`src/rtl/four_corner_projection_matrix_macros.svh`:
```
// ----------------------------------------------------------------------------
// Assertion macros for the four corner projection matrix
// Shared concurrent assertion forms, clocked and disabled during reset.
// ----------------------------------------------------------------------------
`ifndef FOUR_CORNER_PROJECTION_MATRIX_MACROS_SVH
`define FOUR_CORNER_PROJECTION_MATRIX_MACROS_SVH

// Same-cycle implication
`define FCPM_ASSERT_IMPLIES(lbl, clk, rst_n, ante, cons) \
	lbl: assert property (@(posedge clk) disable iff (!rst_n) (ante) |-> (cons)) \
		else $error("fcpm assertion failed");

// Next-cycle implication
`define FCPM_ASSERT_NEXT(lbl, clk, rst_n, ante, cons) \
	lbl: assert property (@(posedge clk) disable iff (!rst_n) (ante) |=> (cons)) \
		else $error("fcpm assertion failed");

`endif

```
`src/rtl/fcpm_pkg.sv`:
```
// ----------------------------------------------------------------------------
// fcpm_pkg
// Constants, types and helpers shared by the projection matrix pipeline.
// ----------------------------------------------------------------------------
package fcpm_pkg;

	localparam int FCPM_COORD_BITS = 10;
	localparam int FCPM_FRAC_BITS  = 24;
	localparam int FCPM_TERM_W     = 40;
	localparam int FCPM_OUT_W      = 32;
	localparam int FCPM_LANES      = 9;
	localparam int FCPM_ROWS       = 3;

	localparam logic [63:0] FCPM_TERM_MAX = 64'd549755813887;

	// Control that travels alongside each transaction
	typedef struct packed {
		logic valid;
		logic degen;
	} ctl_t;

	// Saturate a sign-extended value to the 32-bit output range
	function automatic logic signed [FCPM_OUT_W-1:0] sat_out(input logic signed [63:0] v);
		logic signed [63:0] hi;
		logic signed [63:0] lo;
		hi = 64'sd2147483647;
		lo = -64'sd2147483648;
		if (v > hi)
			return hi[FCPM_OUT_W-1:0];
		else if (v < lo)
			return lo[FCPM_OUT_W-1:0];
		else
			return v[FCPM_OUT_W-1:0];
	endfunction

endpackage

```
`src/rtl/fcpm_back.sv`:
```
// ----------------------------------------------------------------------------
// fcpm_back
// Three-stage back end: sign and 40-bit term clamp, third-row sum with
// first- and second-row saturation, then output saturation and degenerate zeroing.
// ----------------------------------------------------------------------------
module fcpm_back #(
	parameter int NVW = 46
) (
	input  logic                                   clk,
	input  logic                                   arst_n,
	input  logic [NVW-1:0]                         quo [fcpm_pkg::FCPM_LANES],
	input  logic                                   neg [fcpm_pkg::FCPM_LANES],
	input  fcpm_pkg::ctl_t                         ctl,
	output logic signed [fcpm_pkg::FCPM_OUT_W-1:0] coef [fcpm_pkg::FCPM_LANES],
	output logic                                   degenerate,
	output logic                                   done
);
	import fcpm_pkg::*;

	localparam int EW = (NVW > FCPM_TERM_W) ? NVW : FCPM_TERM_W;
	localparam int SW = FCPM_TERM_W + 2;

	// Stage 1: apply sign and clamp to the term range
	logic signed [FCPM_TERM_W-1:0] term_s1 [FCPM_LANES];
	ctl_t                          ctl_s1;
	logic [EW-1:0]                 qext [FCPM_LANES];
	logic                          big  [FCPM_LANES];
	logic signed [FCPM_TERM_W-1:0] tmax;

	always_comb begin
		tmax = FCPM_TERM_MAX[FCPM_TERM_W-1:0];
		for (int k = 0; k < FCPM_LANES; k++) begin
			qext[k] = EW'(quo[k]);
			big[k]  = qext[k] > EW'(FCPM_TERM_MAX);
		end
	end

	always_ff @(posedge clk or negedge arst_n) begin
		if (!arst_n)
			ctl_s1 <= '0;
		else
			ctl_s1 <= ctl;
	end

	// Clamp to the most negative term value with the bitwise inverse of the maximum
	always_ff @(posedge clk) begin
		for (int k = 0; k < FCPM_LANES; k++) begin
			if (big[k])
				term_s1[k] <= neg[k] ? ~tmax : tmax;
			else
				term_s1[k] <= neg[k] ? -FCPM_TERM_W'(qext[k]) : FCPM_TERM_W'(qext[k]);
		end
	end

	// Stage 2: saturate rows 0 and 1, sum row 2 exactly
	logic signed [FCPM_OUT_W-1:0] rows_s2 [6];
	logic signed [SW-1:0]         sum_s2  [3];
	ctl_t                         ctl_s2;

	always_ff @(posedge clk or negedge arst_n) begin
		if (!arst_n)
			ctl_s2 <= '0;
		else
			ctl_s2 <= ctl_s1;
	end

	always_ff @(posedge clk) begin
		for (int k = 0; k < 6; k++)
			rows_s2[k] <= sat_out(64'(term_s1[k]));
		for (int c = 0; c < 3; c++)
			sum_s2[c] <= SW'(term_s1[c]) + SW'(term_s1[3+c]) + SW'(term_s1[6+c]);
	end

	// Stage 3: saturate row 2, zero everything on degenerate corners
	always_ff @(posedge clk or negedge arst_n) begin
		if (!arst_n) begin
			done       <= 1'b0;
			degenerate <= 1'b0;
		end else begin
			done       <= ctl_s2.valid;
			degenerate <= ctl_s2.degen;
		end
	end

	always_ff @(posedge clk) begin
		for (int k = 0; k < 6; k++)
			coef[k] <= ctl_s2.degen ? '0 : rows_s2[k];
		for (int c = 0; c < 3; c++)
			coef[6+c] <= ctl_s2.degen ? '0 : sat_out(64'(sum_s2[c]));
	end

endmodule

```
`config.mk`:
```
export PLATFORM = sky130hd
export DESIGN_NAME = fcpm_back
export DESIGN_NICKNAME = d
export VERILOG_FILES = /design/src/rtl/four_corner_projection_matrix_macros.svh /design/src/rtl/fcpm_pkg.sv /design/src/rtl/fcpm_back.sv
export SDC_FILE = /design/constraint.sdc
export NUM_CORES = 2
export LEC_CHECK = 0
export BUFFER_PORTS_ARGS = -buffer_cell sky130_fd_sc_hd__buf_2
export CAP_MARGIN = 20
export CORE_AREA = 2 2 276 278
export CTS_BUF_LIST = sky130_fd_sc_hd__clkbuf_2
export CTS_CLUSTER_SIZE = 14
export DETAILED_ROUTE_END_ITERATION = 6
export DIE_AREA = 0 0 278 280
export PLACE_DENSITY = 0.82
export SETUP_SLACK_MARGIN = 0.1
export SLEW_MARGIN = 30
export SYNTH_ARGS = -nofsm -noshare
export SYNTH_HDL_FRONTEND = slang
export SYNTH_SLANG_ARGS = --single-unit
```
`constraint.sdc`:
```
create_clock -name clk -period 3.7 [get_ports clk]
set_clock_uncertainty 0.1 [all_clocks]
set_input_delay 0 -clock clk [delete_from_list [all_inputs] [get_ports clk]]
set_output_delay 0 -clock clk [all_outputs]
set_load 0.005 [all_outputs]
```
==> run_results.csv, run 1 <==
group,metric,value,unit
synthesis,syn_area,43900,um2
run_status,outcome,"stopped before the end",
floorplanning,boundaryPins,717,
synthesis,ys_async_sr_fraction,0.00617,
synthesis,yosysTopAreaCell,"dfxtp_1",
clock_network,ctsLongestPathBuffers,3,
floorplanning,die_w,278,um
synthesis,synth_top_area_share,0.441,
synthesis,syn_inst,4844,
placed_design,pre_cts_slack,-136,ps
clock_network,h-tree-depth,4,
clock_network,cts-resized-gates,18,
synthesis,synth_nets,5523,
floorplanning,die_h,280,um
floorplanning,num_rows,101,
clock_network,ctsHoldBuffers,1361,
placed_design,io_buffers,716,
synthesis,yosysUniqueCellTypes,82,
clock_network,root_buffer,"clkbuf_2",
floorplanning,initial_core_util,0.584,
run_status,lastStage,"clock tree synthesis (4_1_cts)",
run_status,run.stop_error,"[ERROR RSZ-0060] Max buffer count reached.",
synthesis,synth_warnings,0,
synthesis,synthTopCellsByArea,"dfxtp_1 (44%), a21oi_1 (5.7%), fa_1 (5.6%)",
synthesis,ys_ff_latch,972,
placed_design,place_hpwl,113000,um
synthesis,synth_edf_count,0,
clock_network,clock-sinks,972,
synthesis,synth_seq_area_share,0.444,
synthesis,synth_flop_cell,"dfxtp_1",
clock_network,cts_buffers,232,
placed_design,gp_congestion,1.01,
synthesis,synth.avg_cell_area,9.06,um2
clock_network,cts_setup_buffers,5,
==> logic make-up after synthesis <==
logic type	count (synthesis)	share of synthesized area
and+or+nand+nor	1635	0.189
AOI/OAI and AO/OA	1427	0.205
DFF	972	0.444
buffers and inverters	383	0.0328
adders and majority gates	252	0.0929
xor gates and xnor gates	127	0.0253
muxes	48	0.0109
==> cell usage after synthesis (57+ instances only) <==
master,n
a21o_1,267
a21oi_1,498
a31oi_1,101
clkbuf_1,251
dfxtp_1,966
fa_1,123
ha_1,129
inv_1,123
nand2_1,216
nor2_1,591
nor2b_1,231
nor3_1,149
nor4_1,61
o21ai_0,162
o22a_1,73
o22ai_1,118
or3_1,90
xnor2_1,70
xor2_1,57
==> through the flow <==
stage | instances | hold WS [ps] | TNS (ps) | utilization | area (um2)
after floorplan | 4844 | -396 | 0 | - | 43900
after global placement | 6379 | -264 | -31.8 | 0.647 | 48600
after detailed placement | 6383 | -262 | -298 | 0.648 | 48700
==> run 2: changes to the inputs <==
- CORE_AREA: 2 2 276 278 -> unset
- CORE_UTILIZATION: unset -> 40
- CTS_BUF_LIST: sky130_fd_sc_hd__clkbuf_2 -> unset
- CTS_CLUSTER_SIZE: 14 -> unset
- DIE_AREA: 0 0 278 280 -> unset
- PLACE_DENSITY: 0.82 -> unset
- PLACE_DENSITY_LB_ADDON: unset -> 0.15
- SETUP_SLACK_MARGIN: 0.1 -> unset
==> run_results.csv, run 2 <==
group,metric,value,unit
run_status,outcome,"finished clean",
synthesis,synth.avg_cell_area,9.06,um2
timing,setup_ws,82.4,ps
power_and_ir_drop,seq_power_share,0.419,
clock_network,cts_tree,"yes",
synthesis,synthTopCellsByArea,"dfxtp_1 (44%), a21oi_1 (5.7%), fa_1 (5.6%)",
route,wl_per_cell,21.1,um
final_layout,top_register,"term_s1",
setup_path,crit_top_cell,"dlygate4sd3_1",
setup_path,critical-path-max-stage-delay,610,ps
setup_path,path_cells,"dlygate4sd3_1, buf_2, or4_1, nor4_4, nand2_1, or4_1, nor2_4, nand2_1, a21o_1, dlygate4sd3_1, a21oi_1, dlygate4sd3_1",
power_and_ir_drop,p_clk_frac,0.356,
synthesis,yosysMostFrequentCell,"dfxtp_1",
synthesis,ys_ff_latch,972,
floorplanning,core,109000,um2
power_and_ir_drop,vdd_drop_max,0.348,mV
route,first_iter_violations,3498,
power_and_ir_drop,power_switching,9.03,mW
synthesis,synth_nets,5523,
final_layout,top_regs,"term_s1 (360), coef (288), rows_s2 (192)",
setup_path,crit_type,"input pin to register",
synthesis,synth_seq_area_share,0.444,
setup_path,crit_family,"simple AND/OR/NAND/NOR gates",
floorplanning,fp.dieArea,111000,um2
floorplanning,initial_core_util,0.403,
power_and_ir_drop,pwr-share-comb,0.225,
route,drc,0,
setup_path,startpoint_type,"input pin",
timing,maxSlewViolCount,0,
final_layout,largest_register_ffs,360,
floorplanning,die_h,333,um
grt,overflow,0,
timing,finalCriticalPeriod,3620,ps
power_and_ir_drop,powerDensity,496,nW/um2
timing,setup_viol,0,
floorplanning,die_w,333,um
grt,antenna_found_initial,18,
timing,max_freq,276,MHz
final_layout,final_util,0.563,
route,dr.pass1.iters,6,
power_and_ir_drop,switching_share,0.297,
synthesis,yosysTopAreaCell,"dfxtp_1",
synthesis,synth_top_area_share,0.441,
synthesis,synth_edf_count,0,
setup_path,end_kind,"register",
placed_design,io_buffers,716,
final_layout,stdcell_area,61300,um2
timing,fin_crit_sh,0.978,
clock_network,h-tree-depth,3,
clock_network,cts_buffers,104,
grt,grtUsageTotal,0.288,
power_and_ir_drop,p_int,21.3,mW
synthesis,yosysUniqueCellTypes,82,
clock_network,clock-sinks,972,
setup_path,r2r_setup_slack,100,ps
synthesis,ys_top_cells_by_count,"dfxtp_1 (966), nor2_1 (591), a21oi_1 (498)",
final_layout,nNetsFinal,7010,
timing,finalHoldViolations,0,
setup_path,slowest_stage,"or4_1",
clock_network,clkTransAtPathRegs,60,ps
power_and_ir_drop,p_leak,26.4,nW
timing,holdWs,69.5,ps
route,viasPerCell,5.41,
grt,grt_pass1_vias,41000,
grt,grt_start_max_net_pins,107,
route,num_vias,42400,
clock_network,clk_latency,690,ps
final_layout,syn_to_final_growth,39.6,%
timing,relSlewSlack,0.347,
placed_design,gp_congestion,0.945,
setup_path,crit_buf_inv,4,
final_layout,final_common_cell,"dfxtp_1",
clock_network,ctsLongestPathBuffers,3,
min_path,min_path_type,"input pin to register",
final_layout,drive_above_1_share,0.177,
power_and_ir_drop,totalPowerFinal,30.4,mW
placed_design,place_hpwl,123000,um
final_layout,fillers,9769,
final_layout,final_cell_mix,"dfxtp_1 (965), dlygate4sd3_1 (796), buf_2 (716)",
setup_path,worstPathRequired,4220,ps
setup_path,worstPathMaxFanout,6,
synthesis,syn_area,43900,um2
clock_network,root_buffer,"clkbuf_16",
floorplanning,boundaryPins,717,
grt,grt_pass1_wl,248000,um
synthesis,synth_warnings,0,
setup_path,arrival,4140,ps
placed_design,pre_cts_slack,-161,ps
route,wl,165000,um
synthesis,syn_inst,4844,
synthesis,ys_async_sr_fraction,0.00617,
route,ant_nets,0,
timing,tightest_slew,977,ps
synthesis,synth_flop_cell,"dfxtp_1",
flow_run,maxCapViolCount,0,
placed_design,place_area,49400,um2
floorplanning,num_rows,121,
-- run 2: cell counts after synthesis --
No cell type changed its count.
-- run 2: worst paths after layout --
kind	startpoint	endpoint	cells after the start
worst min-delay path	quo[366]	term_s1[1][37]	5
min in group asynchronous	arst_n	ctl_s2[0]	3
worst min register to register	ctl_s1[0]	ctl_s2[0]	0
worst max-delay path	quo[382]	term_s1[0][35]	12
max in group asynchronous	arst_n	ctl_s2[0]	3
worst max register to register	term_s1[7][1]	sum_s2[0][71]	14
-- run 2: logic make-up after synthesis --
kind of cell / synth area share
flops: 0.444
fa+ha+maj: 0.0929
mux: 0.0109
buf+inv: 0.0328
xor+xnor: 0.0253
compound gates: 0.205
simple gates: 0.189
-- run 2: timing repair --
| item | in CTS | in global routing |
|---|---|---|
| hold buffers | 796 | 0 |
| endpoints found under the hold margin | 368 | 0 |
| gates resized for setup | 6 | 47 |
| buffers inserted | 1 | 11 |
| endpoints found under the setup margin | 10 | 62 |
| pin swaps | 3 | 15 |
-- run 2: worst reg2reg max path, cell delays in order (launching register included) --
cell      delay (ps)
dfxtp_1          310
fa_1             470
ha_2             200
fa_2             350
a211oi_2         260
buf_4            150
o211ai_1         140
nand2_2          160
o41a_1           190
o21a_1           200
a31oi_4          110
a221o_1          430
buf_4            160
buf_4            120
xor2_1           130
-- run 2: power groups by stage --
stage	combinational, mW	sequential (mW)	clock [mW]
2_1_floorplan	3.58	12.7	0
3_3_place_gp	6.04	12.9	0
3_5_place_dp	6.06	12.9	0
4_1_cts	6.70	12.7	11.0
5_1_grt	7.47	12.8	11.5
6_report	6.83	12.7	10.8
-- run 2: layer usage --
| layer | up-vias | wire length [um] | GRT usage |
|---|---|---|---|
| met2 | 1678 | 76100 | 0.471 |
| met3 | 388 | 10700 | 0.0441 |
| met5 | - | 52 | 0 |
| met4 | 8 | 8020 | 0.131 |
| li1 | 20100 | - | - |
| met1 | 20200 | 70400 | 0.374 |
-- run 2: area by class of cell --
class	count	area (um2)	share of cell area
Multi-Input combinational cell	3489	23400	0.382
Sequential cell	972	19500	0.318
Timing Repair Buffer	1639	12600	0.206
Clock buffer	132	2850	0.0465
Tap cell	1414	1770	0.0289
Clock inverter	61	696	0.0114
Inverter	125	469	0.00766
Antenna cell	6	15.0	0.000245
-- run 2: metrics by stage --
stage                     std cells  TNS (ps)
after CTS                      7819         0
after global placement         6826      -388
after detailed placement       6829      -832
after global routing           7834     -49.5
final                          7838         0
after floorplan                4844         0
Note: power is estimated with default switching activity, not from simulation.
